File: src/hdl/median_zone_hysteresis_filter_defines.svh
// assertion macros for the median zone hysteresis filter
`ifndef MEDIAN_ZONE_HYSTERESIS_FILTER_DEFINES_SVH
`define MEDIAN_ZONE_HYSTERESIS_FILTER_DEFINES_SVH
`ifndef ASSERT_OFF
`define MZHF_ASSERT_IMP(label, clk, rst_n, ante, cons) \
    label: assert property (@(posedge clk) disable iff (!rst_n) (ante) |-> (cons)) \
        else $error("mzhf same-cycle check failed");
`define MZHF_ASSERT_NXT(label, clk, rst_n, ante, cons) \
    label: assert property (@(posedge clk) disable iff (!rst_n) (ante) |=> (cons)) \
        else $error("mzhf next-cycle check failed");
`else
`define MZHF_ASSERT_IMP(label, clk, rst_n, ante, cons)
`define MZHF_ASSERT_NXT(label, clk, rst_n, ante, cons)
`endif
`endif

File: src/hdl/mzhf_pkg.sv
// types and constants shared by the median zone hysteresis filter
`timescale 1ns / 1ps
package mzhf_pkg;

    localparam int DIST_W = 12;
    localparam int HYST_W = 10;
    localparam int PROD_W = DIST_W + HYST_W;
    localparam int DIST_MAX = (1 << DIST_W) - 1;
    localparam int PERMILLE_SCALE = 1000;

    localparam logic [DIST_W-1:0] RED_RESET = 12'd480;
    localparam logic [DIST_W-1:0] YELLOW_RESET = 12'd1600;
    localparam logic [HYST_W-1:0] HYST_RESET = 10'd20;

    typedef enum logic [1:0] {
        ZONE_GREEN  = 2'd0,
        ZONE_YELLOW = 2'd1,
        ZONE_RED    = 2'd2
    } t_zone;

    typedef enum logic [1:0] {
        REG_RED    = 2'd0,
        REG_YELLOW = 2'd1,
        REG_HYST   = 2'd2
    } t_reg_idx;

    typedef struct packed {
        logic [DIST_W-1:0] red;
        logic [DIST_W-1:0] yellow;
        logic [HYST_W-1:0] hyst;
    } t_cfg;

    typedef struct packed {
        logic              emit;
        logic [DIST_W-1:0] distance;
        t_zone             zone;
        logic              error;
    } t_result;

endpackage

File: src/hdl/mzhf_window.sv
// sample ring and rank network giving the upper median of the filled entries
`timescale 1ns / 1ps
module mzhf_window #(
    parameter int WINDOW = 5,
    parameter int MAX_DISTANCE_CM = 165
) (
    input  logic                       i_clk,
    input  logic                       i_rst_n,
    input  logic                       i_commit,
    input  logic [mzhf_pkg::DIST_W-1:0] i_raw,
    output logic [mzhf_pkg::DIST_W-1:0] o_median
);
    import mzhf_pkg::*;

    localparam int IDX_W = (WINDOW > 1) ? $clog2(WINDOW) : 1;
    localparam int CNT_W = $clog2(WINDOW + 1);
    localparam int LIMIT_FULL = MAX_DISTANCE_CM * 16;
    localparam int LIMIT = (LIMIT_FULL > DIST_MAX) ? DIST_MAX : LIMIT_FULL;
    localparam logic [DIST_W-1:0] LIMIT_V = DIST_W'(LIMIT);

    logic [DIST_W-1:0] r_window [WINDOW];
    logic [IDX_W-1:0]  r_wr_idx;
    logic              r_full;
    logic [IDX_W-1:0]  n_wr_idx;
    logic              n_full;

    logic [DIST_W-1:0] sat;
    logic [DIST_W-1:0] new_win [WINDOW];
    logic [WINDOW-1:0] valid;
    logic [CNT_W-1:0]  count;
    logic [CNT_W-1:0]  half;
    logic [CNT_W-1:0]  rank [WINDOW];

    assign sat = (i_raw > LIMIT_V) ? LIMIT_V : i_raw;

    // window as it stands once this beat is written
    always_comb begin
        for (int i = 0; i < WINDOW; i++) begin
            new_win[i] = (IDX_W'(i) == r_wr_idx) ? sat : r_window[i];
            valid[i] = r_full || (IDX_W'(i) <= r_wr_idx);
        end
        count = r_full ? CNT_W'(WINDOW) : CNT_W'(r_wr_idx) + CNT_W'(1);
        half = count >> 1;
    end

    // ties broken by slot position so every filled entry gets a distinct rank
    always_comb begin
        for (int i = 0; i < WINDOW; i++) begin
            rank[i] = '0;
            for (int j = 0; j < WINDOW; j++) begin
                if (j != i && valid[j] &&
                    (new_win[j] < new_win[i] || (new_win[j] == new_win[i] && j < i))) begin
                    rank[i] = rank[i] + CNT_W'(1);
                end
            end
        end
    end

    always_comb begin
        o_median = '0;
        for (int i = 0; i < WINDOW; i++) begin
            if (valid[i] && rank[i] == half) begin
                o_median = o_median | new_win[i];
            end
        end
    end

    always_comb begin
        n_wr_idx = r_wr_idx;
        n_full = r_full;
        if (i_commit) begin
            if (r_wr_idx == IDX_W'(WINDOW - 1)) begin
                n_wr_idx = '0;
                n_full = 1'b1;
            end else begin
                n_wr_idx = r_wr_idx + IDX_W'(1);
            end
        end
    end

    always_ff @(posedge i_clk) begin
        if (!i_rst_n) begin
            r_wr_idx <= '0;
            r_full <= 1'b0;
        end else begin
            r_wr_idx <= n_wr_idx;
            r_full <= n_full;
        end
    end

    always_ff @(posedge i_clk) begin
        if (i_commit) begin
            r_window[r_wr_idx] <= sat;
        end
    end

endmodule

File: src/hdl/mzhf_report.sv
// zone classification and relative change test deciding whether a beat reports
`timescale 1ns / 1ps
module mzhf_report (
    input  logic                        i_clk,
    input  logic                        i_rst_n,
    input  logic                        i_commit,
    input  logic                        i_err,
    input  logic [mzhf_pkg::DIST_W-1:0] i_median,
    input  mzhf_pkg::t_cfg              i_cfg,
    output mzhf_pkg::t_result           o_res
);
    import mzhf_pkg::*;

    logic [DIST_W-1:0] r_last;
    logic              r_last_valid;
    t_zone             r_last_zone;
    logic [DIST_W-1:0] n_last;
    logic              n_last_valid;
    t_zone             n_last_zone;

    t_zone             zone;
    logic [DIST_W-1:0] diff;
    logic [PROD_W-1:0] lhs;
    logic [PROD_W-1:0] rhs;
    logic              moved;
    logic              report;

    always_comb begin
        priority if (i_median <= i_cfg.red) begin
            zone = ZONE_RED;
        end else if (i_median <= i_cfg.yellow) begin
            zone = ZONE_YELLOW;
        end else begin
            zone = ZONE_GREEN;
        end
    end

    // |m - last| * 1000 >= hyst * last, exact in integers
    assign diff = (i_median > r_last) ? (i_median - r_last) : (r_last - i_median);
    assign lhs = PROD_W'(diff) * PROD_W'(PERMILLE_SCALE);
    assign rhs = PROD_W'(i_cfg.hyst) * PROD_W'(r_last);
    assign moved = r_last_valid && (r_last != '0) && (lhs >= rhs);
    assign report = !r_last_valid || (zone != r_last_zone) || moved;

    always_comb begin
        if (i_err) begin
            o_res.emit = 1'b1;
            o_res.distance = '0;
            o_res.zone = ZONE_GREEN;
            o_res.error = 1'b1;
        end else begin
            o_res.emit = report;
            o_res.distance = i_median;
            o_res.zone = zone;
            o_res.error = 1'b0;
        end
    end

    always_comb begin
        n_last = r_last;
        n_last_valid = r_last_valid;
        n_last_zone = r_last_zone;
        if (i_commit) begin
            if (i_err) begin
                n_last = '0;
                n_last_valid = 1'b0;
                n_last_zone = ZONE_GREEN;
            end else if (report) begin
                n_last = i_median;
                n_last_valid = 1'b1;
                n_last_zone = zone;
            end
        end
    end

    always_ff @(posedge i_clk) begin
        if (!i_rst_n) begin
            r_last <= '0;
            r_last_valid <= 1'b0;
            r_last_zone <= ZONE_GREEN;
        end else begin
            r_last <= n_last;
            r_last_valid <= n_last_valid;
            r_last_zone <= n_last_zone;
        end
    end

endmodule

File: src/hdl/median_zone_hysteresis_filter.sv
// top level: input register, register port, median and report units, result register
//
// usage
// - input channel: i_in_valid with i_raw_distance / i_read_error, o_in_stall back
// - output channel: o_out_valid with o_distance / o_zone / o_error, i_out_stall back
// - an accepted beat is held in the input register; once the result register can
//   take it, the ring and the last-report state update and a report, if any, lands
//   in the result register, which drives o_out_valid
// - one beat per cycle sustained while no waiting result is stalled; the median rank
//   network and the two 12x10 bit products of the change test are combinational
// - a beat that makes no report still updates the ring and produces no output beat
// - when i_out_stall holds a waiting result, the input register holds its beat
//   and o_in_stall rises; nothing is dropped
// - reset empties the ring, forgets the last report (the next reading always
//   reports) and loads the threshold and hysteresis defaults
// - registers through the APB port: 0x0 red threshold, 0x4 yellow threshold,
//   0x8 hysteresis in per mille; write only while no beat is in flight
`timescale 1ns / 1ps
`include "median_zone_hysteresis_filter_defines.svh"
module median_zone_hysteresis_filter #(
    parameter int WINDOW = 5,
    parameter int MAX_DISTANCE_CM = 165
) (
    input  logic                        i_clk,
    input  logic                        i_rst_n,
    input  logic                        i_in_valid,
    output logic                        o_in_stall,
    input  logic [mzhf_pkg::DIST_W-1:0] i_raw_distance,
    input  logic                        i_read_error,
    output logic                        o_out_valid,
    input  logic                        i_out_stall,
    output logic [mzhf_pkg::DIST_W-1:0] o_distance,
    output logic [1:0]                  o_zone,
    output logic                        o_error,
    input  logic                        psel,
    input  logic                        penable,
    input  logic                        pwrite,
    input  logic [3:0]                  paddr,
    input  logic [31:0]                 pwdata,
    output logic [31:0]                 prdata,
    output logic                        pready
);
    import mzhf_pkg::*;

    t_cfg              r_cfg;
    logic              r_in_valid;
    logic [DIST_W-1:0] r_in_raw;
    logic              r_in_err;
    logic              r_out_valid;
    logic [DIST_W-1:0] r_out_distance;
    t_zone             r_out_zone;
    logic              r_out_error;

    logic              proc;
    logic              cfg_wr;
    t_reg_idx          reg_idx;
    logic [DIST_W-1:0] median;
    t_result           res;

    // --- register port
    assign pready = 1'b1;
    assign cfg_wr = psel && penable && pwrite;
    assign reg_idx = t_reg_idx'(paddr[3:2]);

    always_comb begin
        unique case (reg_idx)
            REG_RED:    prdata = 32'(r_cfg.red);
            REG_YELLOW: prdata = 32'(r_cfg.yellow);
            REG_HYST:   prdata = 32'(r_cfg.hyst);
            default:    prdata = '0;
        endcase
    end

    always_ff @(posedge i_clk) begin
        if (!i_rst_n) begin
            r_cfg.red <= RED_RESET;
            r_cfg.yellow <= YELLOW_RESET;
            r_cfg.hyst <= HYST_RESET;
        end else if (cfg_wr) begin
            unique case (reg_idx)
                REG_RED:    r_cfg.red <= pwdata[DIST_W-1:0];
                REG_YELLOW: r_cfg.yellow <= pwdata[DIST_W-1:0];
                REG_HYST:   r_cfg.hyst <= pwdata[HYST_W-1:0];
                default:    r_cfg <= r_cfg;
            endcase
        end
    end

    // --- handshake: the held beat is worked on once the result register can take it
    assign proc = r_in_valid && (!r_out_valid || !i_out_stall);
    assign o_in_stall = r_in_valid && !proc;

    always_ff @(posedge i_clk) begin
        if (!i_rst_n) begin
            r_in_valid <= 1'b0;
        end else if (!o_in_stall) begin
            r_in_valid <= i_in_valid;
        end
    end

    always_ff @(posedge i_clk) begin
        if (i_in_valid && !o_in_stall) begin
            r_in_raw <= i_raw_distance;
            r_in_err <= i_read_error;
        end
    end

    mzhf_window #(
        .WINDOW          (WINDOW),
        .MAX_DISTANCE_CM (MAX_DISTANCE_CM)
    ) u_window (
        .i_clk    (i_clk),
        .i_rst_n  (i_rst_n),
        .i_commit (proc && !r_in_err),
        .i_raw    (r_in_raw),
        .o_median (median)
    );

    mzhf_report u_report (
        .i_clk    (i_clk),
        .i_rst_n  (i_rst_n),
        .i_commit (proc),
        .i_err    (r_in_err),
        .i_median (median),
        .i_cfg    (r_cfg),
        .o_res    (res)
    );

    // --- result register
    always_ff @(posedge i_clk) begin
        if (!i_rst_n) begin
            r_out_valid <= 1'b0;
        end else if (proc && res.emit) begin
            r_out_valid <= 1'b1;
        end else if (!i_out_stall) begin
            r_out_valid <= 1'b0;
        end
    end

    always_ff @(posedge i_clk) begin
        if (proc && res.emit) begin
            r_out_distance <= res.distance;
            r_out_zone <= res.zone;
            r_out_error <= res.error;
        end
    end

    assign o_out_valid = r_out_valid;
    assign o_distance = r_out_distance;
    assign o_zone = r_out_zone;
    assign o_error = r_out_error;

    // --- checks
    `MZHF_ASSERT_IMP(a_err_payload, i_clk, i_rst_n, o_out_valid && o_error, o_distance == '0 && o_zone == ZONE_GREEN)
    `MZHF_ASSERT_NXT(a_in_held, i_clk, i_rst_n, i_in_valid && !o_in_stall, r_in_valid)
    `MZHF_ASSERT_NXT(a_err_reports, i_clk, i_rst_n, proc && r_in_err, o_out_valid && o_error)

endmodule
File: config.mk
export PLATFORM = sky130hd
export DESIGN_NAME = median_zone_hysteresis_filter
export DESIGN_NICKNAME = d
export VERILOG_FILES = /design/src/hdl/mzhf_pkg.sv /design/src/hdl/mzhf_window.sv /design/src/hdl/mzhf_report.sv /design/src/hdl/median_zone_hysteresis_filter.sv
export VERILOG_INCLUDE_DIRS = /design/src /design/src/hdl
export SDC_FILE = /design/constraint.sdc
export NUM_CORES = 1
export LEC_CHECK = 0
export BUFFER_PORTS_ARGS = -buffer_cell sky130_fd_sc_hd__buf_2
export CORE_UTILIZATION = 40
export DETAILED_ROUTE_END_ITERATION = 6
export GPL_ROUTABILITY_DRIVEN = 1
export REMOVE_ABC_BUFFERS = 1
export SLEW_MARGIN = 20
export SYNTH_ARGS = -nofsm -noshare
export SYNTH_HDL_FRONTEND = slang
export SYNTH_SLANG_ARGS = --single-unit
export TNS_END_PERCENT = 1
File: constraint.sdc
create_clock -name i_clk -period 19.5 [get_ports i_clk]
set_input_delay 3.9 -clock i_clk [delete_from_list [all_inputs] [get_ports i_clk]]
set_output_delay 3.9 -clock i_clk [all_outputs]
set_load 0.05 [all_outputs]
Yosys cells after proc, flatten, opt, wreduce, memory -nomap -nowiden
Memories as Yosys holds them, arrays and structs flattened.
Index checks and enable logic that the tools add are counted.

storage, ports and cells
  register bits after elaboration = 83
  bits in writable memories = 60
  input bits = 56
  output and inout port bits = 50
  logic and storage cells = 209
  memories = 1

memory list
  memory             depth  bits a word  read ports  clocked after memory_dff  write ports  RTL line           source
  u_window.r_window  5      12           5           0                         1            mzhf_window.sv:21  logic [DIST_W-1:0] r_window [WINDOW];

cells by class
  add/subtract/negate cells = 18
  multipliers = 2
  $lt $le $gt $ge = 30
  equal/unequal tests = 24
  muxes and demuxes = 48
  bitwise gates (word level) = 4
  reductions and logical operators = 67

operator list
  operator                 number
  $lt A12 B12 Y1           20
  $mux W12                 14
  $eq A12 B12 Y1           10
  $mux W3                  17
  $add A3 B1 Y3 const B    16
  $or A12 B12 Y12          4
  $pmux W12 S3             1
  $logic_and A1 B1 Y1      34
  $le A12 B12 Y1           2
  $sub A12 B12 Y12         2
  $ge A22 B22 Y1           1
  $mul A10 B12 Y22         1
  $mul A12 B7 Y19 const B  1
  $logic_or A1 B1 Y1       18
  $mux W16                 1
  $eq A3 B2 Y1             5
  $gt A12 B12 Y1           1
  $gt A12 B12 Y1 const B   1
  $mux W1                  12
  $reduce_bool A12 Y1      1
  $reduce_and A2 Y1        5
  $eq A2 B3 Y1 const A     2
  $le A1 B3 Y1 const A     2
  $le A2 B3 Y1 const A     2
  other kinds (13)         20

Depth between registers and ports, before layout
Gate-level depths: netlist (run 1).

  word-level depth = 32
  gate-level depth with buffers = 72

Cells and area by module
A second synthesis (run 1) with hierarchy kept.

unflattened totals
  cell total of the unflattened synthesis = 2235
  area, all modules = 19498.7 um^2

by module, submodules not included
  module                         times used  cells an instance  area each (um^2)  sequential area each (um^2)
  mzhf_report                    1           1080               8988.6            300.3
  mzhf_window                    1           917                7822.5            1881.8
  median_zone_hysteresis_filter  1           238                2687.6            1561.5

Least setup slack after synthesis (run 1)
Ideal clock, no wire load.

  kind = flip-flop to flip-flop
  start point = register u_window.r_wr_idx[0]
  end point = register u_report.r_last[0]
  arrival = 13.891 ns
  required time = 19.421 ns
  setup slack = 5.530 ns
  cell stages (with the launch flop) = 69
  path buffers = 6
  cells stage by stage = dfxtp_1 buf_2 inv_1 ha_1 nand2b_1 clkbuf_1 clkbuf_1 nor2_1 a21oi_1 inv_1 ha_1 maj3_1 maj3_1 a21oi_1 o21ai_0 a21oi_1 and2_1 ha_1 [33 not listed] and3_1 a21oi_1 o21ai_0 o211ai_1 a21oi_1 o2111a_1 a211o_1 ha_1 nand4_1 nor2_1 a221o_1 a31oi_1 o32ai_1 o21bai_1 and2_1 clkbuf_1 nand2_1 o211ai_1

on the way
  cells in the longest elaborated chain, start to end = 30
  elaborated cells on any way between the ends = 154

RTL lines
  element                                                           RTL line                              source
  from (decl)                                                       mzhf_window.sv:22                     logic [IDX_W-1:0] r_wr_idx;
  from (signal assigned)                                            mzhf_window.sv:86                     r_wr_idx <= n_wr_idx;
  $eq A1 B3 Y1 / $logic_not A3 Y1 (equally long branches)           mzhf_window.sv:39                     new_win[i] = (IDX_W'(i) == r_wr_idx) ? sat : r_window[i];
  $mux W12                                                          mzhf_window.sv:39
  $lt A12 B12 Y1                                                    mzhf_window.sv:52                     (new_win[j] < new_win[i] || (new_win[j] == new_win[i] && j < i))) begin
  $logic_and A1 B1 Y1                                               mzhf_window.sv:51                     if (j != i && valid[j] &&
  $mux W1                                                           mzhf_window.sv:51
  $add A3 B1 Y3                                                     mzhf_window.sv:53                     rank[i] = rank[i] + CNT_W'(1);
  $mux W3                                                           mzhf_window.sv:51
  $add A3 B1 Y3                                                     mzhf_window.sv:53
  [14 not listed]                                                   -
  named net median[3]                                               median_zone_hysteresis_filter.sv:57   logic [DIST_W-1:0] median;
  $sub A12 B12 Y12, or another cell as far along                    mzhf_report.sv:39                     assign diff = (i_median > r_last) ? (i_median - r_last) : (r_last - i_median);
  $mux W12 / $mux W1 (equally long branches)                        mzhf_report.sv:39, mzhf_report.sv:31
  $mul A12 B7 Y19 / $mux W2 (equally long branches)                 mzhf_report.sv:40, mzhf_report.sv:29
  $ge A22 B22 Y1 / $ne A2 B2 Y1 (equally long branches)             mzhf_report.sv:42, mzhf_report.sv:43
  $logic_and A1 B1 Y1 / $logic_or A1 B1 Y1 (equally long branches)  mzhf_report.sv:42, mzhf_report.sv:43
  $logic_or A1 B1 Y1 *                                              mzhf_report.sv:43                     assign report = !r_last_valid || (zone != r_last_zone) || moved;
  $reduce_bool A2 Y1 (no line) *                                    -
  $reduce_and A2 Y1 (no line) *                                     -
  to (signal assigned)                                              mzhf_report.sv:82                     r_last <= n_last;
  to (decl)                                                         mzhf_report.sv:14                     logic [DIST_W-1:0] r_last;

The timed path passes the listed nets; every way through them passes the cells marked *. The select of a mux whose other input is x is not followed.
A chain may end at the register's enable or synchronous reset.

Worst setup path after layout (run 1)
  start point = register u_window.r_wr_idx[0]
  end point = register r_out_distance[7] (netlist: o_distance[7]), enable pin

on the way
  cells in the longest elaborated chain, start to end = 30
  elaborated cells on any way between the ends = 152

RTL lines
  element                                                           RTL line                              source
  $eq A1 B3 Y1 / $logic_not A3 Y1 (equally long branches)           mzhf_window.sv:39
  $mux W12                                                          mzhf_window.sv:39
  $lt A12 B12 Y1                                                    mzhf_window.sv:52
  $logic_and A1 B1 Y1                                               mzhf_window.sv:51
  $mux W1                                                           mzhf_window.sv:51
  $add A3 B1 Y3                                                     mzhf_window.sv:53
  $mux W3                                                           mzhf_window.sv:51
  $add A3 B1 Y3                                                     mzhf_window.sv:53
  [14 not listed]                                                   -
  named net median[5]                                               median_zone_hysteresis_filter.sv:57
  $sub A12 B12 Y12, or another cell as far along                    mzhf_report.sv:39
  $mux W12 / $mux W1 (equally long branches)                        mzhf_report.sv:39, mzhf_report.sv:31
  $mul A12 B7 Y19 / $mux W2 (equally long branches)                 mzhf_report.sv:40, mzhf_report.sv:29
  $ge A22 B22 Y1 / $ne A2 B2 Y1 (equally long branches)             mzhf_report.sv:42, mzhf_report.sv:43
  $logic_and A1 B1 Y1 / $logic_or A1 B1 Y1 (equally long branches)  mzhf_report.sv:42, mzhf_report.sv:43
  $logic_or A1 B1 Y1 *                                              mzhf_report.sv:43
  $mux W16 *                                                        mzhf_report.sv:46                     if (i_err) begin
  $logic_and A1 B1 Y1 *                                             median_zone_hysteresis_filter.sv:141  if (proc && res.emit) begin
  to (signal assigned)                                              median_zone_hysteresis_filter.sv:142  r_out_distance <= res.distance;
  to (decl)                                                         median_zone_hysteresis_filter.sv:50   logic [DIST_W-1:0] r_out_distance;

The timed path passes the listed nets; every way through them passes the cells marked *.

==> results.cfg, run 1 <==
[timing]
finalMaxSlewViolations = 0
finalHoldWorstSlack_ps = 467
totalNegativeSetupSlack_ps = 0
setup_ws_ps = 1790
fin_crit_sh_pct = 90.8
tightest_slew_ps = 1070
hold_viol = 0
fin_skew_ps = 15.7
finalSetupViolations = 0
fmaxAchievable_mhz = 56.5
fin_crit_ps = 17710
slew_headroom_pct = 28.2
rsz0062_at_grt = no

[synthesis]
synth_top_area_share_pct = 19.7
ys_seq_elements = 143
synth_cells = 2191
synthFlopType = edfxtp_1
synth_warnings = 0
yosysSeqAreaShare_pct = 20.0
yosys.area.top_type = ha_1
netlist_area_um2 = 18800
synth-edff-count = 88
synth_async_sr_flop_share_pct = 0
synth_area_leaders = ha_1, edfxtp_1, fa_1
yosysUniqueCellTypes = 88
avgSynthCellArea_um2 = 8.56

[critical_path]
ff2ff_path_depth = 60
critPathLaunchType = flop
crit_path_end_kind = flop
crit_top_cell = ha_1
path_max_fanout = 26
worst_ep_required_time_ps = 19580
cpPeakStageDelay_ps = 790
cp.arrival_ps = 17790
slowest_stage = a21oi_1
crit_type = flop to flop

[placement]
port_buffers = 62
preCtsSetupSlack_ps = 1860
place.gp.congestion = 0.941
dpl.hpwl_um = 42600

[routing]
wl_um = 53200
antenna_left = 0
wl_per_cell_um = 18.8
drt_iter0_drc = 1060
vias = 15800
avgViaCountPerCell = 5.59
drc_errors = 0
firstDrtPassIters = 5

[layout]
layout_common_cells = ha_1, inv_1, nand2_1
layout-drive-gt1-share_pct = 7.28
syn2layout_area_growth_pct = 7.35
antennaDiodeCount = 0
final_nets = 2677
final_common_cell = ha_1
fillers = 4611

[clock_network]
h-tree-depth = 4
clk_pin_slew_ps = 70
ctsResizeCount = 0
cts_sinks = 143
postCtsSetupRepairBufs = 0
cts_buffers = 17
clkLatencyLatePin_ps = 460
root_buffer = clkbuf_16
cts_tree = done
clockBufferDepth = 2
hold_buffers = 0

[floorplan]
die_area_um2 = 47800
die_x_um = 219
io_pins = 106
core.rowCount = 78
core_um2 = 45900
start_util_pct = 40.9
dieHeight_um = 219

[job]
maxCapViolations = 0

[grt]
grt_pass1_wl_um = 84200
grt_max_degree = 46
grt.total_usage_pct = 22.7
grt_pass1_vias = 15600
grt_antenna_before_repair = 1
overflow = 0

[worst_hold_path]
hold_path_depth = 2
hp-class = flop to flop

[outcome]
outcome = complete, no violations
## Yosys cell counts (7+ instances only)
cell type / count
nand3_1: 25
o21ai_0: 89
a21boi_0: 34
a211oi_1: 17
a31oi_1: 10
a21oi_1: 144
xnor2_1: 37
o21a_1: 24
or2_2: 9
and4_1: 7
nand2b_1: 29
o211ai_1: 24
fa_1: 115
inv_1: 281
a22o_1: 7
buf_2: 11
xor2_1: 29
o22ai_1: 15
buf_4: 24
nor2b_1: 34
and2_1: 62
edfxtp_1: 88
nor2_1: 101
clkbuf_1: 62
mux2_2: 11
nor4_1: 16
a21o_1: 45
or3_1: 16
nand2_1: 244
nor3_1: 48
mux2i_1: 35
nand4_1: 33
and3_1: 12
ha_1: 295
dfxtp_1: 55
## layer usage
layer,share of wire (%),global-route usage (%)
met1,42,27.9
met2,50,39.9
met3,4.1,2.38
met4,4.1,10.1
met5,0,0
## path summary, 6_finish.rpt
kind                               from                     to  slack, ps
hold / removal    u_report.r_last_valid  u_report.r_last_valid        470
setup reg to reg   u_window.r_wr_idx[0]          o_distance[7]       1790
hold reg to reg   u_report.r_last_valid  u_report.r_last_valid        470
setup / recovery   u_window.r_wr_idx[0]          o_distance[7]       1790
## critical path: cells and delay by family, from the launching register on
family                   cells  cell delay, ps
AO/OA/AOI/OAI               27            6820
adder cells (fa/ha/maj)     11            4420
AND/OR/NAND/NOR             12            3130
buffers and inverters        7            1180
multiplexers                 2             670
XOR/XNOR                     1             620
flip-flops                   1             450
## registers in the layout (all words and copies together) (netlist names)
name	cells
r_in_err	1
u_window.r_window	60
u_window.r_wr_idx	3
o_error	1
u_window.r_full	1
r_cfg	34
o_out_valid	1
o_distance	12
u_report.r_last_valid	1
r_in_valid	1
u_report.r_last	12
u_report.r_last_zone	2
o_zone	2
r_in_raw	12
## final cells by class
type	count	area, um2	area share (%)
Clock buffer	18	429	2.13
Inverter	281	1050	5.24
Clock inverter	14	121	0.603
Tap cell	600	751	3.73
Timing Repair Buffer	85	483	2.40
Multi-Input combinational cell	1683	13600	67.3
Sequential cell	143	3740	18.6
## cell families after synthesis
logic type                 Yosys count  share of synthesized area, %
AOI/OAI and AO/OA                  467                          16.1
xor gates and xnor gates            66                          3.08
adders and majority gates          415                          32.2
buffers and inverters              384                          8.27
DFF                                143                          20.0
muxes                               47                          2.61
other                                2                        0.0400
and+or+nand+nor                    667                          17.8
## through the flow
step | std cells | util (%) | cell area, um2
6_report | 2824 | 43.9 | 20100
5_1_grt | 2824 | 43.9 | 20100
4_1_cts | 2824 | 43.9 | 20100
3_5_place_dp | 2792 | 42.7 | 19600
3_3_place_gp | 2792 | 42.7 | 19600
2_1_floorplan | 2107 | - | 18300
Power of run 1 is not shown: default switching activity piles up to over one toggle a cycle in this logic, so the estimate is an artifact.
==> inputs of run 2 (changes only) <==
--- a/config.mk
+++ b/config.mk
@@ -6,10 +6,13 @@
 export SDC_FILE = /design/constraint.sdc
 export NUM_CORES = 1
 export LEC_CHECK = 0
-export BUFFER_PORTS_ARGS = -buffer_cell sky130_fd_sc_hd__buf_2
+export BUFFER_PORTS_ARGS = -buffer_cell sky130_fd_sc_hd__clkbuf_2
+export CELL_PAD_IN_SITES_DETAIL_PLACEMENT = 0
+export CELL_PAD_IN_SITES_GLOBAL_PLACEMENT = 1
 export CORE_UTILIZATION = 40
 export DETAILED_ROUTE_END_ITERATION = 6
 export GPL_ROUTABILITY_DRIVEN = 1
+export PLACE_DENSITY_LB_ADDON = 0.1
 export REMOVE_ABC_BUFFERS = 1
 export SLEW_MARGIN = 20
 export SYNTH_ARGS = -nofsm -noshare
==> run 2 against run 1 <==
Worst hold slack improved by 14 ps. Core utilization is 0.16 points higher. Design area grew 0.37%. Flip-flop and latch count did not move. Routed wire length up 7.6%. Setup slack better by 180 ps. Clock skew up 5.1 ps. Fmax up 1.0%. Register-to-register slack gained 180 ps.
==> results.cfg, run 2 (synthesized netlist as in run 1, its figures left out) <==
[clock_network]
cts_buffers = 17
postCtsSetupRepairBufs = 0
hold_buffers = 0
root_buffer = clkbuf_16
h-tree-depth = 4
cts_tree = done
clk_pin_slew_ps = 70
clkLatencyLatePin_ps = 470
ctsResizeCount = 0
cts_sinks = 143
clockBufferDepth = 2

[critical_path]
slowest_stage = xor2_1
critical_path.top_delay_family = compound AO/OA/AOI/OAI gates
cpPeakStageDelay_ps = 770
critPathLaunchType = flop
crit_type = flop to flop
crit_path_end_kind = flop
reg2reg_to = o_zone[1]
worst_ep_required_time_ps = 19580
path_buf_inv = 7
path_max_fanout = 15
ff2ff_path_depth = 57
cp.arrival_ps = 17620
r2r_setup_slack_ps = 1970
cp.depth = 57
r2r_start = r_in_raw[8]

[timing]
fmaxAchievable_mhz = 57.0
hold_viol = 0
tightest_slew_ps = 1060
slew_headroom_pct = 28.7
finalSetupViolations = 0
rsz0062_at_grt = no
finalMaxSlewViolations = 0
totalNegativeSetupSlack_ps = 0
fin_crit_ps = 17530
fin_crit_sh_pct = 89.9
fin_skew_ps = 20.9

[floorplan]
core.rowCount = 78
core_um2 = 45900
start_util_pct = 40.9
die_x_um = 219
dieHeight_um = 219
io_pins = 106
die_area_um2 = 47800

[worst_hold_path]
worstHoldStart = u_report.r_last_valid
min_to = u_report.r_last_valid
hold_path_depth = 2
hp-class = flop to flop

[routing]
drc_errors = 0
wl_um = 57200
antenna_left = 0
avgViaCountPerCell = 5.50
drt_iter0_drc = 850
vias = 15600
wl_per_cell_um = 20.2
firstDrtPassIters = 6

[layout]
seqCellArea_um2 = 3740
layout_common_cells = ha_1, inv_1, nand2_1
final_common_cell = ha_1
layout-drive-gt1-share_pct = 7.66
syn2layout_area_growth_pct = 7.74
multi_input_area_um2 = 13600
top_regs = u_window.r_window: 60 flops, r_cfg: 34 flops
largest_register_ffs = 60
final_nets = 2684
regMostFlops = u_window.r_window
fillers = 4659

[grt]
grt.total_usage_pct = 24.4
overflow = 0
grt_pass1_vias = 15400
grt_antenna_before_repair = 0
grt_max_degree = 46
grt_pass1_wl_um = 88400

[outcome]
outcome = complete, no violations

[job]
maxCapViolations = 0

[placement]
port_buffers = 62
dpl.hpwl_um = 45800
place.gp.congestion = 0.922
## run 2: cell count changes in the layout (fill, tap and decap cells not counted), moves of 2 or more
cell        change
clkinv_4        +2
clkinvlp_4      -3
buf_2          -62
clkbuf_8        +2
buf_4           +7
clkbuf_2       +62
## run 2: final cells by class
class / count / share of cell area [%]
Clock buffer: 19 / 2.24
Clock inverter: 13 / 0.563
Inverter: 281 / 5.22
Tap cell: 600 / 3.71
Timing Repair Buffer: 92 / 2.65
Sequential cell: 143 / 18.5
Multi-Input combinational cell: 1683 / 67.1
Antenna cell: 1 / 0.0124
## run 2: how the worst max path moves through the flow
stage | startpoint | to | slack [ps]
floorplan | r_in_raw[8] | o_distance[0] | 5650
CTS | r_in_raw[10] | o_zone[1] | 1800
detailed placement | r_in_raw[10] | o_distance[9] | 1900
global placement | r_in_raw[8] | o_distance[10] | 1970
finish | r_in_raw[8] | o_zone[1] | 1970
global route | u_window.r_wr_idx[1] | o_zone[1] | 710
## run 2: metrics by stage
step	hold WS, ps	worst slack [ps]	instance area [um2]	instances	util, %
after CTS	487	1800	20200	2831	44.1
after floorplan	444	5650	18300	2107	-
after global placement	455	1970	19600	2799	42.8
final	481	1970	20200	2832	44.1
after detailed placement	479	1900	19600	2799	42.8
after global routing	503	713	20200	2831	44.1
## run 2: worst reg2reg max path: cells and delay by family, from the launching register on
kind	cells	cell delay (ps)
XOR/XNOR	1	770
multiplexers	3	860
buffers and inverters	7	1170
flip-flops	1	470
AND/OR/NAND/NOR	15	4340
adder cells (fa/ha/maj)	12	4310
AO/OA/AOI/OAI	19	5270
## run 2: per-layer routing
metal  track usage (%)  wire length, um  vias up  share of wire [%]
li1                  -                -     7594                  -
met1              29.7            24700     7617                 43
met2              43.9            29300      304                 51
met3              2.41             1460       69                2.5
met4              9.09             1870        0                3.3
met5                 0                0        -                  0
Power of run 2 is left out for the same reason.
